`src/rtl/stbm_pkg.sv`:
```
`timescale 1ns / 1ps
// ----------------------------------------------------------------------------
// stbm_pkg: shared types and constants
// Widths, command and status codes, and the request and result structs of the
// packed triangular byte matrix.
// ----------------------------------------------------------------------------
package stbm_pkg;

  localparam int MaxSize     = 64;
  localparam int WindowBytes = 1024;
  localparam int SizeMax     = (MaxSize < WindowBytes) ? MaxSize : WindowBytes;

  localparam int RowW  = $clog2(MaxSize);
  localparam int SizeW = $clog2(MaxSize + 1);
  localparam int OffW  = $clog2(WindowBytes + 1);
  localparam int AddrW = $clog2(WindowBytes);
  localparam int SumW  = OffW + 1;
  localparam int ByteW = 8;
  localparam int CmdW  = 2;
  localparam int StatW = 2;

  typedef enum logic [CmdW-1:0] {
    CMD_RESTART = 2'd0,
    CMD_SLIDE   = 2'd1,
    CMD_SET     = 2'd2,
    CMD_GET     = 2'd3
  } cmd_e;

  typedef enum logic [StatW-1:0] {
    ST_OK  = 2'd0,
    ST_ROW = 2'd1,
    ST_COL = 2'd2,
    ST_END = 2'd3
  } status_e;

  typedef struct packed {
    logic            we;
    logic [RowW-1:0] addr;
    logic [OffW-1:0] wdata;
  } tab_req_t;

  typedef struct packed {
    logic             we;
    logic [AddrW-1:0] addr;
    logic [ByteW-1:0] wdata;
  } store_req_t;

  typedef struct packed {
    logic [StatW-1:0] status;
    logic [ByteW-1:0] read_value;
    logic [RowW-1:0]  first_row;
    logic [RowW-1:0]  last_row;
    logic [SizeW-1:0] rows_held;
  } result_t;

endpackage

```
`src/rtl/stbm_if.sv`:
```
`timescale 1ns / 1ps
// ----------------------------------------------------------------------------
// stbm_if: command and result channels
// Valid/ready channels carrying one command word in and one result word out.
// ----------------------------------------------------------------------------
interface stbm_in_if;
  logic                     valid;
  logic                     ready;
  logic [1:0]               command;
  logic [stbm_pkg::RowW-1:0]  row;
  logic [stbm_pkg::RowW-1:0]  col;
  logic [stbm_pkg::ByteW-1:0] write_value;

  modport source (output valid, command, row, col, write_value, input ready);
  modport sink   (input valid, command, row, col, write_value, output ready);
endinterface


```
`src/rtl/stbm_seq.sv`:
```
`timescale 1ns / 1ps
// ----------------------------------------------------------------------------
// stbm_seq: command sequencer
// Holds the window and size registers, rebuilds the row offset table one row
// a cycle, and resolves set/get addresses through one shared adder.
// ----------------------------------------------------------------------------
module stbm_seq (
  input  logic                       clk_i,
  input  logic                       rst_ni,
  input  logic                       cfg_we_i,
  input  logic [stbm_pkg::SizeW-1:0] cfg_wdata_i,
  stbm_in_if.sink                    in_i,
  output logic                       res_valid_o,
  input  logic                       res_ready_i,
  output stbm_pkg::result_t          res_o,
  output stbm_pkg::tab_req_t         tab_req_o,
  input  logic [stbm_pkg::OffW-1:0]  tab_rdata_i,
  output stbm_pkg::store_req_t       store_req_o,
  input  logic [stbm_pkg::ByteW-1:0] store_rdata_i
);
  import stbm_pkg::*;

  typedef enum logic [2:0] {
    S_IDLE,
    S_BUILD,
    S_LOOKUP,
    S_FETCH,
    S_DONE
  } state_e;

  state_e           state_q;
  logic [SizeW-1:0] size_q;
  logic             valid_q;
  logic [RowW-1:0]  first_q;
  logic [RowW-1:0]  last_q;
  logic [SizeW-1:0] rows_q;
  cmd_e             cmd_q;
  logic [RowW-1:0]  row_q;
  logic [RowW-1:0]  col_q;
  logic [ByteW-1:0] wval_q;
  logic [SizeW-1:0] r_q;
  logic [OffW-1:0]  sum_q;
  status_e          status_q;
  logic [ByteW-1:0] rdval_q;

  logic             accept;
  logic             row_ok;
  logic             col_ok;
  logic [SizeW-1:0] len;
  logic [RowW-1:0]  diff;
  logic [SumW-1:0]  op_a;
  logic [SumW-1:0]  op_b;
  logic [SumW-1:0]  sum_w;
  logic             fits;
  logic             build_more;
  logic [SizeW-1:0] size_d;
  logic [SizeW-1:0] next_start;

  assign in_i.ready = (state_q == S_IDLE);
  assign accept     = in_i.valid && in_i.ready;

  assign row_ok = valid_q && (in_i.row >= first_q) && (in_i.row <= last_q);
  assign col_ok = (in_i.col > in_i.row) && ({1'b0, in_i.col} < size_q);

  assign len  = size_q - r_q - SizeW'(1);
  assign diff = col_q - row_q - RowW'(1);

  // shared adder: running row sum while building, byte address on lookup
  always_comb begin
    if (state_q == S_BUILD) begin
      op_a = {1'b0, sum_q};
      op_b = {{(SumW-SizeW){1'b0}}, len};
    end else begin
      op_a = {1'b0, tab_rdata_i};
      op_b = {{(SumW-RowW){1'b0}}, diff};
    end
  end
  assign sum_w = op_a + op_b;

  assign fits       = (sum_w <= SumW'(WindowBytes));
  assign build_more = (r_q < size_q) && fits;
  assign next_start = {1'b0, last_q} + SizeW'(1);

  always_comb begin
    size_d = cfg_wdata_i;
    if (cfg_wdata_i == '0) begin
      size_d = SizeW'(1);
    end else if (cfg_wdata_i > SizeW'(SizeMax)) begin
      size_d = SizeW'(SizeMax);
    end
  end

  always_comb begin
    tab_req_o.we    = (state_q == S_BUILD) && build_more;
    tab_req_o.wdata = sum_q;
    if (state_q == S_BUILD) begin
      tab_req_o.addr = r_q[RowW-1:0] - first_q;
    end else begin
      tab_req_o.addr = in_i.row - first_q;
    end
    store_req_o.we    = (state_q == S_LOOKUP) && (cmd_q == CMD_SET)
                        && (sum_w < SumW'(WindowBytes));
    store_req_o.addr  = sum_w[AddrW-1:0];
    store_req_o.wdata = wval_q;
  end

  assign res_valid_o      = (state_q == S_DONE);
  assign res_o.status     = status_q;
  assign res_o.read_value = rdval_q;
  assign res_o.first_row  = first_q;
  assign res_o.last_row   = last_q;
  assign res_o.rows_held  = rows_q;

  always_ff @(posedge clk_i or negedge rst_ni) begin
    if (!rst_ni) begin
      state_q  <= S_IDLE;
      size_q   <= SizeW'(SizeMax);
      valid_q  <= 1'b0;
      first_q  <= '0;
      last_q   <= '0;
      rows_q   <= '0;
      cmd_q    <= CMD_RESTART;
      row_q    <= '0;
      col_q    <= '0;
      wval_q   <= '0;
      r_q      <= '0;
      sum_q    <= '0;
      status_q <= ST_OK;
      rdval_q  <= '0;
    end else begin
      unique case (state_q)
        S_IDLE: begin
          if (cfg_we_i) begin
            // new size closes the window
            size_q  <= size_d;
            valid_q <= 1'b0;
            first_q <= '0;
            last_q  <= '0;
            rows_q  <= '0;
          end
          if (accept) begin
            cmd_q    <= cmd_e'(in_i.command);
            row_q    <= in_i.row;
            col_q    <= in_i.col;
            wval_q   <= in_i.write_value;
            rdval_q  <= '0;
            status_q <= ST_OK;
            sum_q    <= '0;
            unique case (cmd_e'(in_i.command))
              CMD_RESTART: begin
                r_q     <= '0;
                first_q <= '0;
                last_q  <= '0;
                state_q <= S_BUILD;
              end
              CMD_SLIDE: begin
                if (!valid_q) begin
                  status_q <= ST_ROW;
                  state_q  <= S_DONE;
                end else if (next_start >= size_q) begin
                  status_q <= ST_END;
                  state_q  <= S_DONE;
                end else begin
                  r_q     <= next_start;
                  first_q <= next_start[RowW-1:0];
                  last_q  <= next_start[RowW-1:0];
                  state_q <= S_BUILD;
                end
              end
              CMD_SET, CMD_GET: begin
                if (!row_ok) begin
                  status_q <= ST_ROW;
                  state_q  <= S_DONE;
                end else if (!col_ok) begin
                  status_q <= ST_COL;
                  state_q  <= S_DONE;
                end else begin
                  state_q <= S_LOOKUP;
                end
              end
              default: state_q <= S_DONE;
            endcase
          end
        end
        S_BUILD: begin
          if (build_more) begin
            sum_q  <= sum_w[OffW-1:0];
            last_q <= r_q[RowW-1:0];
            r_q    <= r_q + SizeW'(1);
          end else begin
            rows_q  <= {1'b0, last_q} - {1'b0, first_q} + SizeW'(1);
            valid_q <= 1'b1;
            state_q <= S_DONE;
          end
        end
        S_LOOKUP: begin
          if (sum_w >= SumW'(WindowBytes)) begin
            status_q <= ST_COL;
            state_q  <= S_DONE;
          end else if (cmd_q == CMD_SET) begin
            state_q <= S_DONE;
          end else begin
            state_q <= S_FETCH;
          end
        end
        S_FETCH: begin
          rdval_q <= store_rdata_i;
          state_q <= S_DONE;
        end
        S_DONE: begin
          if (res_ready_i) begin
            state_q <= S_IDLE;
          end
        end
        default: state_q <= S_IDLE;
      endcase
    end
  end

endmodule

```
`src/flat_wrapper.sv`:
```
// flat-port wrapper written by rule: the top's interface ports become plain ports
module stbm_seq_flat import stbm_pkg::*;
  (clk_i, rst_ni, cfg_we_i, cfg_wdata_i, res_valid_o, res_ready_i, res_o, tab_req_o, tab_rdata_i, store_req_o, store_rdata_i, in_i_valid, in_i_command, in_i_row, in_i_col, in_i_write_value, in_i_ready);
  stbm_in_if in_i_i ();
  input  logic clk_i;
  input  logic rst_ni;
  input  logic cfg_we_i;
  input  logic [stbm_pkg::SizeW-1:0] cfg_wdata_i;
  output logic res_valid_o;
  input  logic res_ready_i;
  output stbm_pkg::result_t res_o;
  output stbm_pkg::tab_req_t tab_req_o;
  input  logic [stbm_pkg::OffW-1:0] tab_rdata_i;
  output stbm_pkg::store_req_t store_req_o;
  input  logic [stbm_pkg::ByteW-1:0] store_rdata_i;
  input wire logic [$bits(in_i_i.valid)-1:0] in_i_valid;
  input wire logic [$bits(in_i_i.command)-1:0] in_i_command;
  input wire logic [$bits(in_i_i.row)-1:0] in_i_row;
  input wire logic [$bits(in_i_i.col)-1:0] in_i_col;
  input wire logic [$bits(in_i_i.write_value)-1:0] in_i_write_value;
  output wire logic [$bits(in_i_i.ready)-1:0] in_i_ready;
  assign in_i_i.valid = in_i_valid;
  assign in_i_i.command = in_i_command;
  assign in_i_i.row = in_i_row;
  assign in_i_i.col = in_i_col;
  assign in_i_i.write_value = in_i_write_value;
  assign in_i_ready = in_i_i.ready;
  stbm_seq u_core (.clk_i(clk_i), .rst_ni(rst_ni), .cfg_we_i(cfg_we_i), .cfg_wdata_i(cfg_wdata_i), .in_i(in_i_i), .res_valid_o(res_valid_o), .res_ready_i(res_ready_i), .res_o(res_o), .tab_req_o(tab_req_o), .tab_rdata_i(tab_rdata_i), .store_req_o(store_req_o), .store_rdata_i(store_rdata_i));
endmodule
```
`config.mk`:
```
export PLATFORM = sky130hd
export DESIGN_NAME = stbm_seq_flat
export DESIGN_NICKNAME = d
export VERILOG_FILES = /design/src/rtl/stbm_pkg.sv /design/src/rtl/stbm_if.sv /design/src/rtl/stbm_seq.sv /design/src/flat_wrapper.sv
export SDC_FILE = /design/constraint.sdc
export NUM_CORES = 1
export LEC_CHECK = 0
export BUFFER_PORTS_ARGS = -buffer_cell sky130_fd_sc_hd__buf_2
export CAP_MARGIN = 20
export CORE_AREA = 2 2 105 117
export DETAILED_ROUTE_END_ITERATION = 10
export DIE_AREA = 0 0 107 119
export PLACE_DENSITY_LB_ADDON = 0.15
export SLEW_MARGIN = 10
export SYNTH_ARGS = -nofsm -noshare
export SYNTH_HDL_FRONTEND = slang
export SYNTH_SLANG_ARGS = --single-unit
```
`constraint.sdc`:
```
create_clock -name clk_i -period 7.3 [get_ports clk_i]
set_input_delay 0.365 -clock clk_i [delete_from_list [all_inputs] [get_ports clk_i]]
set_output_delay 0.365 -clock clk_i [all_outputs]
set_load 0.03 [all_outputs]
```
==> qor.txt, run 1 <==
Layout cells sized above 1 = 17.2%
Synth async-reset ratio = 100%
Setup Buffers After CTS = 0
Final ANT Viol Nets = 0
WP data arrival = 4.76 ns
Clk slew on worst S/H paths = 0.06 ns
GRT Overall Usage = 29.5%
Setup_tns = 0 ns
Row count = 42
Area Overhead vs Synth = 17.2%
Period utilisation layout = 70.2%
GRT met1 Usage = 36.1%
Critical path capture point type = output pin
DIE HEIGHT = 119 um
CTS Buf Count = 9
Die X = 107 um
Root buf cell = clkbuf_16
Slew @ Worst Pin = 0.954 ns
Core Box Area = 11700 um^2
Synth Area in Adders = 16.7%
Final Hold Vio Count = 0
Finish-stage setup viols = 0
Mapped Avg Cell Area = 8.19 um^2
Routed len/inst = 17.7 um
Final Util = 61.9%
Cell Area, Placed = 6910 um^2
CP Buf/Inv Count = 5
Sequential-to-total area share from yosys stat = 32.4%
Clock Tree Buf Depth = 2
R2R setup slack = 2.33 ns
Power per cell area = 533 nW/um^2
Syn nets = 888
Diodes inserted = 0
Most used cell, CP = inv_1
Crit-path max cell delay = 0.60 ns
TritonCTS Sinks = 80
Leading cell type in the layout, fill and taps excluded = nand2_1
Vias = 5944
Largest net degree at the start of global routing = 81
FF+latch count, synth = 80
Vias in the first global route = 5974
Most frequent cells in the layout = nand2_1 (156), buf_2 (119), dfrtp_1 (79)
Multi-input logic area = 3860 um^2
Clock Latency Late Sink = 0.34 ns
Grt ovf = 0
Met3 Use GR = 4.87%
Critical path type = flop to output pin
Crit path time final = 5.12 ns
Critical path fanouts, max = 6
Detailed Route Iter0 Violations = 515
Most used DFF post-synth = dfrtp_1
Max cap viols = 0
Combinational family with the most area after synthesis = compound AO/OA/AOI/OAI gates
Busiest grt layer = met2
Total area of sequential cells = 2000 um^2
Ys Warns = 0
Finished Layout Cells = 1025
Synth Cell Area = 6190 um^2
Hold Path Class = primary input to async pin
H-tree level count = 3
DP Wirelength = 13.9 mm
Nets = 998
Die area = 12700 um^2
I/O pin count = 121
EDFF count, synth = 0
First-pass DRT Iterations = 7
DRT Wirelength = 18.2 mm
Achievable frequency = 0.195 GHz
Post-Synth XOR/XNOR Area = 4.39%
Slew Viols, Final = 0
Simple-gate area share of the yosys netlist = 19.6%
CTS Hold Buffers Added = 0
First-pass GRT wire length = 29.9 mm
Tot Pwr = 3.87 mW
Worst ir drop on vdd = 0.536 mV
Vias per cell = 5.80
Mux contribution to synthesized area = 1.96%
Slowest CP cell = o41ai_4
Filler cell count = 1024
Startpoint types = flop
Status = finished, final reports clean
CTS tree = yes
CP delay by family, top = compound AO/OA/AOI/OAI gates
Leakage = 3.69 nW
Met2 global-route usage = 50.9%
Post-Place Cells = 1007
Worst path cell trace = inv_1 > ha_1 > inv_1 > fa_1 > inv_1 > a21oi_1 > o21bai_1 > a21o_1 > a21oi_1 > xor2_1 > nor2_1 > ha_1 > inv_1 > o31ai_1 > o2bb2ai_1 > xor2_1 > o41ai_4 > nand2_2 > nor2_1 > buf_2
Finished Cell Area = 7260 um^2
Clk_skew = 0.00616 ns
Compound-Gate Fraction of Synth Area = 19.6%
RSZ-0062 raised after global routing = false
Post-CTS Resized = 0
Syn Inst Count = 756
PortBufs = 120
Unique masters post-synth = 60
Gpl congestion = 0.949
Starting Density = 52.8%
# DRC = 0
Worst slew margin relative to its limit = 36.4%
Initial antenna violation count = 0
Worst path required time = 6.93 ns
sequential cells by signal, indices dropped and copies added (netlist names):
| signal | cells |
|---|---|
| u_core.cmd_q | 2 |
| u_core.rdval_q | 8 |
| u_core.valid_q | 1 |
| u_core.sum_q | 11 |
| u_core.col_q | 6 |
| u_core.rows_q | 7 |
| u_core.state_q | 3 |
| u_core.last_q | 6 |
| u_core.size_q | 7 |
| u_core.row_q | 6 |
| u_core.status_q | 2 |
| u_core.first_q | 6 |
| u_core.wval_q | 8 |
| u_core.r_q | 7 |
synth_stat cells (5+ instances only):
| master | number | area share (%) |
|---|---|---|
| a21o_1 | 12 | 1.5 |
| a21oi_1 | 51 | 4.1 |
| a31oi_1 | 6 | 0.61 |
| buf_1 | 5 | 0.30 |
| clkbuf_1 | 17 | 1.0 |
| dfrtp_1 | 79 | 32 |
| fa_1 | 6 | 1.9 |
| ha_1 | 73 | 15 |
| inv_1 | 59 | 3.6 |
| mux2i_1 | 11 | 1.8 |
| nand2_1 | 156 | 9.5 |
| nand2b_1 | 11 | 1.1 |
| nand3_1 | 26 | 2.1 |
| nor2_1 | 33 | 2.0 |
| nor2b_1 | 9 | 0.91 |
| nor3_1 | 12 | 0.97 |
| o21a_1 | 5 | 0.61 |
| o21ai_0 | 60 | 4.9 |
| o21bai_1 | 6 | 0.73 |
| o22ai_1 | 10 | 1.0 |
| o31ai_1 | 7 | 0.85 |
| xnor2_1 | 20 | 2.8 |
| xor2_1 | 11 | 1.6 |
layout make-up:
| type | instances | share of cell area, % |
|---|---|---|
| Sequential cell | 80 | 27.6 |
| Clock inverter | 5 | 0.776 |
| Tap cell | 154 | 2.66 |
| Multi-Input combinational cell | 590 | 53.2 |
| Inverter | 59 | 3.05 |
| Timing Repair Buffer | 126 | 9.38 |
| Clock buffer | 11 | 3.34 |
worst paths after layout:
kind,start,to,cells past startpoint
min in group clk_i,in_i_write_value[4],u_core.wval_q[4],3
max,u_core.r_q[0],tab_req_o[17],20
min,rst_ni,u_core.row_q[1],1
max reg2reg,u_core.r_q[0],u_core.last_q[4],20
min reg2reg,u_core.wval_q[5],u_core.wval_q[5],2
max in group asynchronous,rst_ni,u_core.size_q[6],2
cell families (layout without fill, tap and decap cells):
| group | count (synthesis) | in the layout |
|---|---|---|
| and+or+nand+nor | 274 | 274 |
| buffers and inverters | 86 | 201 |
| muxes | 12 | 12 |
| adders and majority gates | 79 | 79 |
| xor gates and xnor gates | 31 | 31 |
| DFF | 80 | 80 |
| AOI/OAI and AO/OA | 194 | 194 |
report_power, final:
| part | internal [mW] | switching [mW] |
|---|---|---|
| sequential | 0.601 | 0.166 |
| combinational | 0.905 | 1.74 |
| clock | 0.274 | 0.184 |
through the flow:
stage	hold WS, ns	setup slack, ns
floorplan	0.0694	2.51
global placement	0.454	2.67
detailed placement	0.461	2.54
CTS	0.204	2.22
global route	0.0424	1.80
finish	0.0113	2.18
per-layer routing:
| layer | wire (um) | part of all wire (%) | vias to the layer above |
|---|---|---|---|
| li1 | - | - | 2851 |
| met1 | 7430 | 41 | 2803 |
| met2 | 8950 | 49 | 242 |
| met3 | 1110 | 6.1 | 48 |
| met4 | 695 | 3.8 | 0 |
| met5 | 0 | 0 | - |
Power figures use the tool's default switching activity.
==> run 2: changes to the inputs <==
==> constraint.sdc (replaced) <==
create_clock -name clk_i -period 5.37 [get_ports clk_i]
set_input_delay 0.2685 -clock clk_i [delete_from_list [all_inputs] [get_ports clk_i]]
set_output_delay 0.2685 -clock clk_i [all_outputs]
set_load 0.03 [all_outputs]
==> qor.txt, run 2 (synthesis results as in run 1) <==
Place WS = 0.590 ns
Largest register FFs = 11
I/O pin count = 121
Leading cell type in the layout, fill and taps excluded = nand2_1
Crit path time final = 5.00 ns
Hold depth = 3
Slew @ Worst Pin = 0.873 ns
Clk_skew = 0.00860 ns
Critical path fanouts, max = 6
RR Endpoint = u_core.last_q[1]
Worst ir drop on vdd = 0.654 mV
Final ANT Viol Nets = 0
Area Overhead vs Synth = 17.7%
Largest registers = u_core.sum_q (11), u_core.rdval_q (8), u_core.wval_q (8)
GRT Overall Usage = 30.1%
Slew Viols, Final = 0
Period utilisation layout = 93.0%
Finished Cell Area = 7280 um^2
Top reg by flops = u_core.sum_q
PortBufs = 120
Vias = 5957
Power per cell area = 728 nW/um^2
Status = finished, final reports clean
CTS tree = yes
Die area = 12700 um^2
Row count = 42
Vias per cell = 5.78
Largest net degree at the start of global routing = 59
Detailed Route Iter0 Violations = 393
First-pass DRT Iterations = 6
Leakage = 3.70 nW
Total area of sequential cells = 2000 um^2
R2r startpoint = u_core.r_q[0]
H-tree level count = 3
Starting Density = 52.8%
Clock Latency Late Sink = 0.35 ns
Finish-stage setup viols = 0
Startpoint types = flop
Root buf cell = clkbuf_16
Critical path type = flop to output pin
First-pass GRT wire length = 29.9 mm
Initial antenna violation count = 0
Diodes inserted = 0
DIE HEIGHT = 119 um
Clock Tree Buf Depth = 2
Clk slew on worst S/H paths = 0.07 ns
Multi-input logic area = 3860 um^2
Grt ovf = 0
DP Wirelength = 14.2 mm
CTS Buf Count = 9
Final worst slack = 0.375 ns
Gpl congestion = 0.959
Achievable frequency = 0.200 GHz
Worst R2R Path Depth = 20
DRT Wirelength = 18.4 mm
Final Util = 62.2%
Max cap viols = 0
Critical path capture point type = output pin
Crit path to = tab_req_o[17]
# DRC = 0
Hold Path Class = primary input to flop
Die X = 107 um
R2R setup slack = 0.56 ns
Filler cell count = 1034
Tot Pwr = 5.31 mW
Most frequent cells in the layout = nand2_1 (156), buf_2 (119), dfrtp_1 (79)
WP data arrival = 4.73 ns
Routed len/inst = 17.9 um
Core Box Area = 11700 um^2
Final Hold Vio Count = 0
Layout cells sized above 1 = 17.8%
Vias in the first global route = 5931
Worst slew margin relative to its limit = 41.2%
TritonCTS Sinks = 80
Final hold slack = 0.108 ns
Critical Path Start = u_core.r_q[0]
Worst path required time = 5.10 ns
Nets = 1003
Cell Area, Placed = 6940 um^2
-- run 2: cell type report --
class | instances | area share (%)
clock inverter | 6 | 0.928
multi-input combinational | 590 | 53.1
tap | 154 | 2.65
inverter | 59 | 3.04
timing repair buffer | 131 | 9.55
clock buffer | 10 | 3.28
sequential | 80 | 27.5
-- run 2: worst min-delay path by stage --
| stage | start | to | slack (ns) |
|---|---|---|---|
| after CTS | in_i_write_value[6] | u_core.wval_q[6] | 0.10 |
| after global routing | in_i_write_value[6] | u_core.wval_q[6] | 0.10 |
| final | in_i_write_value[4] | u_core.wval_q[4] | 0.11 |
| after detailed placement | rst_ni | u_core.row_q[3] | 0.19 |
| after global placement | rst_ni | u_core.row_q[2] | 0.19 |
| after floorplan | rst_ni | u_core.cmd_q[0] | -0.03 |
-- run 2: where the power goes --
part           total (mW)  switching (mW)  internal (mW)  leakage, nW
Clock               0.638           0.264          0.374        0.145
Combinational        3.64            2.40           1.24         2.51
Sequential           1.03           0.212          0.817         1.05
Total                5.31            2.88           2.43         3.70
-- run 2: critical path, cell delays in order, from the launching register on --
cell and delay (ns):
dfrtp_1 0.44, inv_1 0.13, ha_1 0.18, inv_1 0.05, fa_1 0.40, inv_1 0.07
a21oi_1 0.06, o21bai_1 0.21, a21o_1 0.15, a21oi_1 0.07, xor2_1 0.13, nor2_1 0.06
ha_1 0.40, inv_1 0.11, a2111oi_2 0.33, o2bb2ai_1 0.16, xor2_1 0.22, o41ai_4 0.57
nand2_2 0.16, nor2_1 0.24, buf_2 0.25
-- run 2: repair_timing --
action                                 CTS  global route
gates resized for setup                  0             1
setup endpoints to repair                0             1
hold buffers                             1             0
setup buffers                            0             1
endpoints found under the hold margin   22             0
-- run 2: metal layers --
metal | routed length [um] | up-vias | GRT usage, % | share of wire, %
met5 | 0 | - | 0 | 0
met2 | 9260 | 228 | 52.3 | 50
met1 | 7430 | 2826 | 36.8 | 40
met4 | 637 | 0 | 13.1 | 3.5
li1 | - | 2856 | - | -
met3 | 1060 | 47 | 4.32 | 5.7
-- run 2: metrics by stage --
stage          setup TNS (ns)  instances
6_report                    0       1030
5_1_grt              -0.00661       1030
4_1_cts                     0       1028
3_5_place_dp                0       1011
3_3_place_gp                0       1011
2_1_floorplan               0        756
==> run 3: changes to the inputs <==
--- a/config.mk
+++ b/config.mk
@@ -7,9 +7,11 @@
 export LEC_CHECK = 0
 export BUFFER_PORTS_ARGS = -buffer_cell sky130_fd_sc_hd__buf_2
 export CAP_MARGIN = 20
-export CORE_AREA = 2 2 105 117
+export CELL_PAD_IN_SITES_DETAIL_PLACEMENT = 1
+export CELL_PAD_IN_SITES_GLOBAL_PLACEMENT = 2
+export CORE_AREA = 2 2 129 143
 export DETAILED_ROUTE_END_ITERATION = 10
-export DIE_AREA = 0 0 107 119
+export DIE_AREA = 0 0 131 145
 export PLACE_DENSITY_LB_ADDON = 0.15
 export SLEW_MARGIN = 10
 export SYNTH_ARGS = -nofsm -noshare
==> constraint.sdc (replaced) <==
create_clock -name clk_i -period 6.3 [get_ports clk_i]
set_input_delay 0.315 -clock clk_i [delete_from_list [all_inputs] [get_ports clk_i]]
set_output_delay 0.315 -clock clk_i [all_outputs]
set_load 0.03 [all_outputs]
==> qor.txt, run 3 (synthesis results as in run 1) <==
H-tree level count = 3
Root buf cell = clkbuf_16
PortBufs = 120
Largest registers = u_core.sum_q (11), u_core.rdval_q (8), u_core.wval_q (8)
Final ANT Viol Nets = 0
Clk slew on worst S/H paths = 0.07 ns
Achievable frequency = 0.194 GHz
Critical path type = flop to output pin
DRT Wirelength = 21.5 mm
GRT Overall Usage = 23.6%
Detailed Route Iter0 Violations = 198
Clock Latency Late Sink = 0.35 ns
DP Wirelength = 16.9 mm
Final Hold Vio Count = 1
Tot Pwr = 4.57 mW
Grt ovf = 0
Crit path time final = 5.14 ns
Hold Path Class = primary input to async pin
WP data arrival = 4.83 ns
Die area = 19000 um^2
Setup_tns = 0 ns
Routed len/inst = 19.3 um
Gpl congestion = 0.902
Largest net degree at the start of global routing = 81
Starting Density = 35.3%
Place WS = 1.39 ns
Layout cells sized above 1 = 17.4%
DIE HEIGHT = 145 um
Die X = 131 um
Area Overhead vs Synth = 18.9%
Top reg by flops = u_core.sum_q
Leading cell type in the layout, fill and taps excluded = nand2_1
Vias = 5945
Worst ir drop on vdd = 0.392 mV
Period utilisation layout = 81.6%
TritonCTS Sinks = 80
Finish-stage setup viols = 0
Slew @ Worst Pin = 0.920 ns
Max cap viols = 0
Post-CTS Resized = 0
Vias per cell = 5.34
CTS Hold Buffers Added = 0
Clk_skew = 0.0110 ns
Leakage = 3.68 nW
# DRC = 0
Vias in the first global route = 6482
Startpoint types = flop
Critical path fanouts, max = 6
RSZ-0062 raised after global routing = false
Final worst slack = 1.16 ns
Nets = 1001
Slew Viols, Final = 0
CTS Buf Count = 9
Initial antenna violation count = 0
Setup Buffers After CTS = 0
Status = finished, violations left
Row count = 51
Violated checks = hold timing
Core Box Area = 17500 um^2
Critical path capture point type = output pin
I/O pin count = 121
CTS tree = yes
Finished Layout Cells = 1113
Most frequent cells in the layout = nand2_1 (156), buf_2 (119), dfrtp_1 (79)
Power per cell area = 621 nW/um^2
First-pass GRT wire length = 34.8 mm
Post-Place Cells = 1094
Worst path required time = 5.98 ns
Worst slew margin relative to its limit = 38.0%
Final hold slack = -0.000709 ns
Largest register FFs = 11
First-pass DRT Iterations = 4
Clock Tree Buf Depth = 2
==> run 3: cell types whose count changed in the layout (fill, tap and decap cells not counted) <==
cell           delta
buf_4             -1
clkbuf_1          +2
clkbuf_8          -1
o31ai_1           +1
buf_8             -1
inv_6             -1
buf_12            +1
dlygate4sd3_1     -1
clkinvlp_4        +1
diode_2           +1
o31ai_2           -1
clkinv_4          -1
==> run 3: per-layer routing <==
layer	global-route usage, %	vias to the layer above	wire length, um
met5	0	-	0
met4	9.95	0	755
met3	3.06	37	821
met2	39.9	144	10700
met1	29.8	2920	9300
li1	-	2844	-
==> run 3: final timing paths <==
path / from / to / slack (ns) / cells past startpoint
worst min-delay path: rst_ni / u_core.sum_q[2] / -0.0007 / 1
worst max-delay path: u_core.r_q[0] / tab_req_o[17] / 1.16 / 20
worst max register to register: u_core.r_q[0] / u_core.last_q[4] / 1.41 / 20
worst min register to register: u_core.wval_q[7] / u_core.wval_q[7] / 0.48 / 2
max in group asynchronous: rst_ni / u_core.state_q[2] / 5.65 / 2
min in group clk_i: in_i_write_value[3] / u_core.wval_q[3] / 0.16 / 3
==> run 3: power breakdown <==
| part | switching (mW) | total [mW] | internal, mW |
|---|---|---|---|
| registers | 0.202 | 0.897 | 0.696 |
| logic | 2.09 | 3.13 | 1.05 |
| clock network | 0.231 | 0.538 | 0.307 |
==> run 3: per-stage QoR <==
step                      cell area [um^2]  utilization, %
after floorplan                       6190               -
after global placement                7040            40.1
after detailed placement              7040            40.1
after CTS                             7330            41.8
after global routing                  7360            41.9
final                                 7360            41.9
==> run 3: layout make-up <==
type	instances	area, um^2
Inverter	59	221
Multi-Input combinational cell	590	3860
Antenna cell	1	2.50
Tap cell	238	298
Clock inverter	5	57.6
Fill cell	2156	10200
Clock buffer	11	233
Timing Repair Buffer	129	683
Sequential cell	80	2000
==> run 3: critical path, stage by stage, from the launching register on <==
cell       delay (ns)
dfrtp_1          0.44
inv_1            0.15
ha_1             0.19
inv_1            0.06
fa_1             0.40
inv_1            0.08
a21oi_1          0.06
o21bai_1         0.20
a21o_1           0.15
a21oi_1          0.07
xor2_1           0.13
nor2_1           0.06
ha_1             0.39
inv_1            0.10
o31ai_1          0.40
o2bb2ai_1        0.13
xor2_1           0.23
o41ai_4          0.59
nand2_2          0.15
nor2_1           0.24
buf_2            0.25
